## config.mk

```make
export PLATFORM = sky130hd
export DESIGN_NAME = lcd_digit_command_driver_core
export DESIGN_NICKNAME = d
export VERILOG_FILES = /design/src/hw/rtl/lcdd_pkg.sv /design/src/hw/rtl/lcdd_step.sv /design/src/hw/rtl/lcd_digit_command_driver_core.sv
export SDC_FILE = /design/constraint.sdc
export NUM_CORES = 1
export LEC_CHECK = 0
export BUFFER_PORTS_ARGS = -buffer_cell sky130_fd_sc_hd__buf_2
export CAP_MARGIN = 10
export CORE_UTILIZATION = 35
export DETAILED_ROUTE_END_ITERATION = 7
export GPL_TIMING_DRIVEN = 0
export PLACE_DENSITY_LB_ADDON = 0.2
export SYNTH_ARGS = -nofsm -noshare
export SYNTH_HDL_FRONTEND = slang
export SYNTH_SLANG_ARGS = --single-unit
```

## constraint.sdc

```tcl
create_clock -name clk_i -period 8.89 [get_ports clk_i]
set_input_delay 1.3335 -clock clk_i [delete_from_list [all_inputs] [get_ports clk_i]]
set_output_delay 1.3335 -clock clk_i [all_outputs]
set_load 0.01 [all_outputs]
```

## src/hw/rtl/lcdd_pkg.sv

```systemverilog
// ----------------------------------------------------------------------------
// lcdd_pkg
// Types, command codes and lookup tables shared by the LCD digit driver.
// ----------------------------------------------------------------------------
package lcdd_pkg;

  localparam int unsigned FrameTicksDefault = 5;
  localparam int unsigned FrameCntW         = 6;
  localparam int unsigned PeriodW           = 11;
  localparam int unsigned ElapsedW          = 16;

  // Command codes
  localparam logic [7:0] CmdBlinkStart = 8'd34;
  localparam logic [7:0] CmdBlinkStop  = 8'd35;
  localparam logic [7:0] CmdLightA     = 8'd36;
  localparam logic [7:0] CmdLightB     = 8'd37;
  localparam logic [7:0] CmdLightC     = 8'd38;
  localparam logic [7:0] CmdClear      = 8'd39;

  // Character codes with special handling
  localparam logic [7:0] CodeBlank    = 8'd10;
  localparam logic [7:0] CodeAltBlank = 8'd11;
  localparam logic [7:0] CodeSpace    = 8'd32;
  localparam logic [7:0] CodePoint    = 8'd46;

  localparam logic [PeriodW-1:0] BlinkPeriodReset = 11'd20;

  typedef struct packed {
    logic [7:0]           char_code;
    logic                 point_on;
    logic                 blink_on;
    logic [PeriodW-1:0]   blink_period;
    logic [ElapsedW-1:0]  blink_elapsed;
    logic [FrameCntW-1:0] frame_elapsed;
    logic                 phase;
    logic [7:0]           pin_latch;
  } lcdd_state_t;

  typedef struct packed {
    logic       hit;
    logic [6:0] mask;  // bit 0 = a ... bit 6 = g
  } glyph_t;

  function automatic glyph_t glyph_lookup(logic [7:0] code);
    glyph_t g;
    g.hit = 1'b1;
    unique case (code)
      8'd48:   g.mask = 7'h3F;
      8'd49:   g.mask = 7'h06;
      8'd50:   g.mask = 7'h5B;
      8'd51:   g.mask = 7'h4F;
      8'd52:   g.mask = 7'h66;
      8'd53:   g.mask = 7'h6D;
      8'd54:   g.mask = 7'h7D;
      8'd55:   g.mask = 7'h07;
      8'd56:   g.mask = 7'h7F;
      8'd57:   g.mask = 7'h6F;
      8'd45:   g.mask = 7'h40;
      8'd20:   g.mask = 7'h63;
      8'd65:   g.mask = 7'h77;
      8'd98:   g.mask = 7'h7C;
      8'd99:   g.mask = 7'h58;
      8'd67:   g.mask = 7'h39;
      8'd100:  g.mask = 7'h5E;
      8'd69:   g.mask = 7'h79;
      8'd70:   g.mask = 7'h71;
      8'd72:   g.mask = 7'h76;
      8'd73:   g.mask = 7'h30;
      8'd76:   g.mask = 7'h38;
      8'd79:   g.mask = 7'h3F;
      8'd80:   g.mask = 7'h73;
      8'd83:   g.mask = 7'h6D;
      8'd85:   g.mask = 7'h3E;
      8'd117:  g.mask = 7'h1C;
      8'd27:   g.mask = 7'h01;
      8'd28:   g.mask = 7'h02;
      8'd29:   g.mask = 7'h04;
      8'd30:   g.mask = 7'h08;
      8'd31:   g.mask = 7'h10;
      8'd40:   g.mask = 7'h20;
      8'd33:   g.mask = 7'h40;
      default: begin
        g.hit  = 1'b0;
        g.mask = 7'h00;
      end
    endcase
    return g;
  endfunction

  function automatic logic [PeriodW-1:0] blink_step(logic [2:0] idx);
    logic [PeriodW-1:0] p;
    unique case (idx)
      3'd0:    p = 11'd100;
      3'd1:    p = 11'd200;
      3'd2:    p = 11'd300;
      3'd3:    p = 11'd400;
      3'd4:    p = 11'd500;
      3'd5:    p = 11'd1000;
      3'd6:    p = 11'd1500;
      default: p = 11'd2000;
    endcase
    return p;
  endfunction

endpackage

```

## src/hw/rtl/lcdd_step.sv

```systemverilog
// ----------------------------------------------------------------------------
// lcdd_step
// Next-state logic for one command or millisecond tick: command decode,
// blink and frame timers, and the pin redraw on a frame boundary.
// ----------------------------------------------------------------------------
module lcdd_step #(
  parameter int unsigned FRAME_TICKS = lcdd_pkg::FrameTicksDefault
) (
  input  lcdd_pkg::lcdd_state_t cur_i,
  input  logic                  op_i,
  input  logic [7:0]            cmd_byte_i,
  input  logic [7:0]            arg_byte_i,
  output lcdd_pkg::lcdd_state_t nxt_o
);

  localparam logic [lcdd_pkg::FrameCntW-1:0] FrameTicksW =
    lcdd_pkg::FrameCntW'(FRAME_TICKS);
  localparam logic [lcdd_pkg::FrameCntW-1:0] FrameMax = '1;

  lcdd_pkg::glyph_t glyph;

  assign glyph = lcdd_pkg::glyph_lookup(cur_i.char_code);

  always_comb begin
    lcdd_pkg::lcdd_state_t s;
    logic                  drawable;
    logic [7:0]            mask;
    s        = cur_i;
    drawable = 1'b0;
    mask     = '0;
    if (op_i) begin
      if (s.blink_elapsed != '1) begin
        s.blink_elapsed = s.blink_elapsed + 1'b1;
      end
      if (s.blink_on &&
          s.blink_elapsed >= {{(lcdd_pkg::ElapsedW - lcdd_pkg::PeriodW){1'b0}},
                              s.blink_period}) begin
        s.blink_elapsed = '0;
        s.point_on      = ~s.point_on;
      end
      if (s.frame_elapsed != FrameMax) begin
        s.frame_elapsed = s.frame_elapsed + 1'b1;
      end
      if (s.frame_elapsed >= FrameTicksW) begin
        s.frame_elapsed = '0;
        s.phase         = ~s.phase;
        // Redraw; unknown codes hold the segment pins
        priority if (s.char_code == lcdd_pkg::CodeSpace) begin
          drawable = 1'b1;
          mask     = 8'h00;
        end else if (s.char_code == lcdd_pkg::CodePoint) begin
          drawable   = 1'b1;
          s.point_on = 1'b1;
          mask       = 8'h80;
        end else if (s.char_code == lcdd_pkg::CodeBlank) begin
          drawable = 1'b1;
          mask     = {s.point_on, 7'h00};
        end else begin
          drawable = glyph.hit;
          mask     = {s.point_on, glyph.mask};
        end
        if (drawable) begin
          s.pin_latch = s.phase ? ~mask : mask;
        end
      end
    end else begin
      priority if (cmd_byte_i == lcdd_pkg::CmdBlinkStart) begin
        if (s.char_code == lcdd_pkg::CodeAltBlank) begin
          s.char_code = lcdd_pkg::CodeBlank;
        end
        s.blink_on = 1'b1;
        if (arg_byte_i[7:3] == 5'd0) begin
          s.blink_period = lcdd_pkg::blink_step(arg_byte_i[2:0]);
        end
      end else if (cmd_byte_i == lcdd_pkg::CmdBlinkStop) begin
        s.blink_on = 1'b0;
        if (arg_byte_i == 8'd0) begin
          s.point_on = 1'b0;
        end else if (arg_byte_i == 8'd1) begin
          s.point_on = 1'b1;
        end
      end else if (cmd_byte_i == lcdd_pkg::CmdLightA ||
                   cmd_byte_i == lcdd_pkg::CmdLightB ||
                   cmd_byte_i == lcdd_pkg::CmdLightC) begin
        // backlight control is not wired here
        s = cur_i;
      end else if (cmd_byte_i == lcdd_pkg::CmdClear) begin
        s.blink_on  = 1'b0;
        s.point_on  = 1'b0;
        s.char_code = lcdd_pkg::CodeBlank;
      end else begin
        s.char_code = cmd_byte_i;
        if (!s.blink_on) begin
          s.point_on = (arg_byte_i != 8'd0);
        end
      end
    end
    nxt_o = s;
  end

endmodule

```

## src/hw/rtl/lcd_digit_command_driver_core.sv

```systemverilog
// ----------------------------------------------------------------------------
// lcd_digit_command_driver_core
// One-digit seven-segment LCD driver with an AC backplane, fed by host
// commands and millisecond ticks; one pin snapshot returned per transfer.
// ----------------------------------------------------------------------------
// Latency: the pin snapshot for a transfer is registered and valid in the cycle after it.
// Throughput: one command or tick per cycle while the output is not stalled; the state update and redraw
// are a single combinational pass between the state and result registers.
// Reset: blank character, point and blink off, blink period 20 ticks,
// timers cleared, state phase and pin latch low, no result pending.
module lcd_digit_command_driver_core #(
  parameter int unsigned FRAME_TICKS = lcdd_pkg::FrameTicksDefault
) (
  input  logic       clk_i,
  input  logic       rst_ni,
  input  logic       in_valid_i,
  output logic       in_ready_o,
  input  logic       op_i,
  input  logic [7:0] cmd_byte_i,
  input  logic [7:0] arg_byte_i,
  output logic       out_valid_o,
  input  logic       out_ready_i,
  output logic       seg_a_o,
  output logic       seg_b_o,
  output logic       seg_c_o,
  output logic       seg_d_o,
  output logic       seg_e_o,
  output logic       seg_f_o,
  output logic       seg_g_o,
  output logic       seg_point_o,
  output logic       backplane_o
);

  lcdd_pkg::lcdd_state_t state_q, state_d;
  logic                  in_xfer;
  logic                  out_valid_q, out_valid_d;
  logic [7:0]            pins_q;
  logic                  bp_q;

  // Take a new item whenever the result slot is empty or draining
  assign in_ready_o = !out_valid_q || out_ready_i;
  assign in_xfer    = in_valid_i && in_ready_o;

  lcdd_step #(
    .FRAME_TICKS(FRAME_TICKS)
  ) u_step (
    .cur_i      (state_q),
    .op_i       (op_i),
    .cmd_byte_i (cmd_byte_i),
    .arg_byte_i (arg_byte_i),
    .nxt_o      (state_d)
  );

  always_comb begin
    out_valid_d = out_valid_q;
    if (in_xfer) begin
      out_valid_d = 1'b1;
    end else if (out_ready_i) begin
      out_valid_d = 1'b0;
    end
  end

  always_ff @(posedge clk_i or negedge rst_ni) begin
    if (!rst_ni) begin
      state_q.char_code     <= lcdd_pkg::CodeBlank;
      state_q.point_on      <= 1'b0;
      state_q.blink_on      <= 1'b0;
      state_q.blink_period  <= lcdd_pkg::BlinkPeriodReset;
      state_q.blink_elapsed <= '0;
      state_q.frame_elapsed <= '0;
      state_q.phase         <= 1'b0;
      state_q.pin_latch     <= '0;
      out_valid_q           <= 1'b0;
    end else begin
      if (in_xfer) begin
        state_q <= state_d;
      end
      out_valid_q <= out_valid_d;
    end
  end

  always_ff @(posedge clk_i) begin
    if (in_xfer) begin
      pins_q <= state_d.pin_latch;
      bp_q   <= state_d.phase;
    end
  end

  assign out_valid_o = out_valid_q;
  assign seg_a_o     = pins_q[0];
  assign seg_b_o     = pins_q[1];
  assign seg_c_o     = pins_q[2];
  assign seg_d_o     = pins_q[3];
  assign seg_e_o     = pins_q[4];
  assign seg_f_o     = pins_q[5];
  assign seg_g_o     = pins_q[6];
  assign seg_point_o = pins_q[7];
  assign backplane_o = bp_q;

endmodule

```

==> run summary <==
Utilization after layout -> 41.9%
Register area -> 1550 um^2
Top cells by area, synth -> dfrtp_1, edfxtp_1, nand2_1
WL final -> 11900 um
Non-filler instance count after layout -> 725
Post-synth EDFFs -> 9
Detailed Place HPWL -> 8720 um
Crit-path max FO -> 8
Seq cells post-synth -> 60
Clk pin slew, worst setup/hold paths -> 0.05 ns
Top_reg_cell synth -> dfrtp_1
Leakage Power -> 2.07 nW
Critical Path End Type -> flop
Total GRT Usage -> 19.4%
Antenna Nets Post-Route -> 0
Top post-synthesis cells by count -> nand2_1, dfrtp_1, o21ai_0, nor2_1, nand3_1
Ratio of cells with drive above 1 in the final layout -> 17.1%
Setup WS pre-CTS -> 4.14 ns
# DRC -> 0
Post-CTS Hold Buffers -> 0
Multi-input gate area -> 2720 um^2
Clk_skew -> 0.00497 ns
Die width -> 115 um
Fin nets -> 585
Headroom to the max-slew limit -> 37.4%
Syn Nets -> 546
Crit-path leading delay family -> simple AND/OR/NAND/NOR gates
Startpoint Class -> flop
Average cell area after synthesis -> 8.74 um^2
Hold EP -> state_q[7]
Crit path buf inv count -> 0
Placer Congestion -> 0.912
# diodes -> 0
CP max-delay cell -> or4b_2
Largest area contributor in the netlist -> dfrtp_1
Hold Startpoint -> state_q[7]
Switch Pwr -> 390 uW
Fill cells -> 1245
Clock network fraction of design power -> 30.7%
FF-to-FF path depth -> 14
PortBufs -> 27
Htree depth -> 3
Placeable Area -> 12300 um^2
TNS Setup -> 0 ns
Yosys top cell area share -> 26.2%
PwrDens -> 212 nW/um^2
Met3 usage -> 3.43%
Count leader, synth -> nand2_1
Met1 Use GR -> 27.0%
Vias in the first global route -> 3961
Hold Path Stages -> 2
Ys async rst share -> 85.0%
Worst hold slack -> 0.479 ns
R2r setup slk -> 4.08 ns
DIE AREA -> 13300 um^2
DRT Pass-1 Iters -> 4
Total congestion overflow -> 0
Reg power frac -> 35.8%
Minimum clock period -> 4.81 ns
Antenna violations before repair -> 0
RSZ-0062 raised after global routing -> false
CP Data Arrival Time -> 4.95 ns
CTS resizes -> 0
I/O Pins -> 32
FF-to-FF End -> pins_q[7]
Yosys cell types -> 80
Final max-slew violation count -> 0
Post-Place Cells -> 708
Status -> finished clean
Clock Root Buffer -> clkbuf_16
WL per Instance -> 16.4 um
Postcts setup bufs -> 0
Seq/Total Area, Yosys -> 34.6%
M2 GR Usage -> 29.0%
Sw frac -> 35.8%
Post-Syn Area -> 4480 um^2
First-pass GRT wire length -> 19800 um
TritonCTS Sinks -> 60
Maximum vdd drop -> 0.0698 mV
CP max stage delay -> 0.66 ns
GR peak layer -> met2
Worst reg2reg startpoint -> state_q[15]
Clock Latency Late Sink -> 0.34 ns
Die H -> 115 um
Layout area overhead -> 14.6%
Final setup viols -> 0
Part of the power in combinational logic -> 33.5%
Row count -> 40
Worst path cell trace -> ha_1, nand2_1, nor3_1, nand2_1, and4_1, xor2_1, ha_1, nand4_1, or4b_2, a21o_1, a311o_1, o22a_1, and3_1, o41ai_2
Cells after synthesis -> 513
Vias/cell -> 5.56
Final Hold Viols -> 0
Worst slew pin tran -> 0.927 ns
CTS Buf Count -> 9
Max-Cap Viols -> 0
F_max -> 208 MHz
Crit share post-route -> 54.1%
Via count -> 4031
Setup WS post-layout -> 4.08 ns
DRT iter0 DRCs -> 293
Largest net degree at the start of global routing -> 52
CP Class -> flop to flop
CTS max path bufs -> 2
Hold Crit Class -> flop to flop
CTS tree -> built
P_int -> 700 uW
Synth warn -> 0
Worst path required time -> 9.03 ns
Starting density of the core -> 36.6%
[through the flow]
step / power [mW] / cell area, um^2
floorplan: 0.654 / 4480
global placement: 0.746 / 4830
detailed placement: 0.755 / 4830
CTS: 1.09 / 5120
global route: 1.15 / 5140
finish: 1.09 / 5140
[cell type report]
type / count / share of cell area [%]
Buffer: 30 / 2.41
Inverter: 23 / 1.68
Tap cell: 168 / 4.09
Clock buffer: 12 / 5.19
Timing Repair Buffer: 28 / 3.02
Sequential cell: 60 / 30.2
Clock inverter: 4 / 0.438
Multi-Input combinational cell: 400 / 53.0
[per-layer routing]
metal  part of all wire [%]  vias to the layer above
met4                    2.3                        0
met2                     43                       94
met5                      0                        -
li1                       -                     1976
met3                    4.0                       24
met1                     51                     1937
[registers in the layout (all words and copies together) (netlist names)]
register / cells
pins_q: 8
state_q: 50
backplane_o: 1
out_valid_o: 1
[worst max-delay path by stage]
stage	start	to	slack, ns	cells after the start
after CTS	state_q[15]	pins_q[7]	4.08	14
after floorplan	state_q[15]	pins_q[7]	4.81	14
after global routing	state_q[15]	pins_q[7]	3.79	14
after detailed placement	state_q[15]	pins_q[7]	4.14	14
after global placement	state_q[15]	pins_q[7]	4.18	14
final	state_q[15]	pins_q[7]	4.08	14
[power groups by stage]
| stage | registers [mW] | logic (mW) | clock network (mW) |
|---|---|---|---|
| finish | 0.390 | 0.365 | 0.335 |
| global route | 0.399 | 0.403 | 0.352 |
| CTS | 0.390 | 0.363 | 0.342 |
| detailed placement | 0.394 | 0.361 | 0 |
| global placement | 0.391 | 0.354 | 0 |
| floorplan | 0.388 | 0.266 | 0 |
[placed cells by master, fill, tap and decap left out, types with 6 or more instances in the layout]
cell type and count:
xnor2_1 18, ha_1 12, a21oi_1 23, nand2_1 57
mux2_2 15, o21ai_0 38, and2_1 6, o22ai_1 6
clkbuf_16 9, nand2b_1 11, edfxtp_1 9, nor3_1 10
dfrtp_1 47, nor4_1 9, nand4_1 6, inv_1 22
a31oi_1 8, nand3_1 26, nor2b_1 12, clkbuf_1 22
buf_2 32, nor2_1 36, and3_1 10
[tightest hold or removal path, cell delays in order, from the launching register on]
cell and delay, ns:
dfrtp_1 0.34, nand2_1 0.05, o31ai_1 0.06
[cells by family (layout without fill, tap and decap cells)]
| family | count (synthesis) | in the layout | share of synthesized area (%) |
|---|---|---|---|
| AO/OA/AOI/OAI | 124 | 124 | 18.8 |
| XOR/XNOR | 22 | 22 | 4.30 |
| adder cells (fa/ha/maj) | 12 | 12 | 3.35 |
| buffers and inverters | 53 | 97 | 4.69 |
| flip-flops | 60 | 60 | 34.6 |
| multiplexers | 20 | 20 | 5.08 |
| AND/OR/NAND/NOR | 222 | 222 | 29.1 |
No activity file was read; power rests on OpenSTA's default activity.
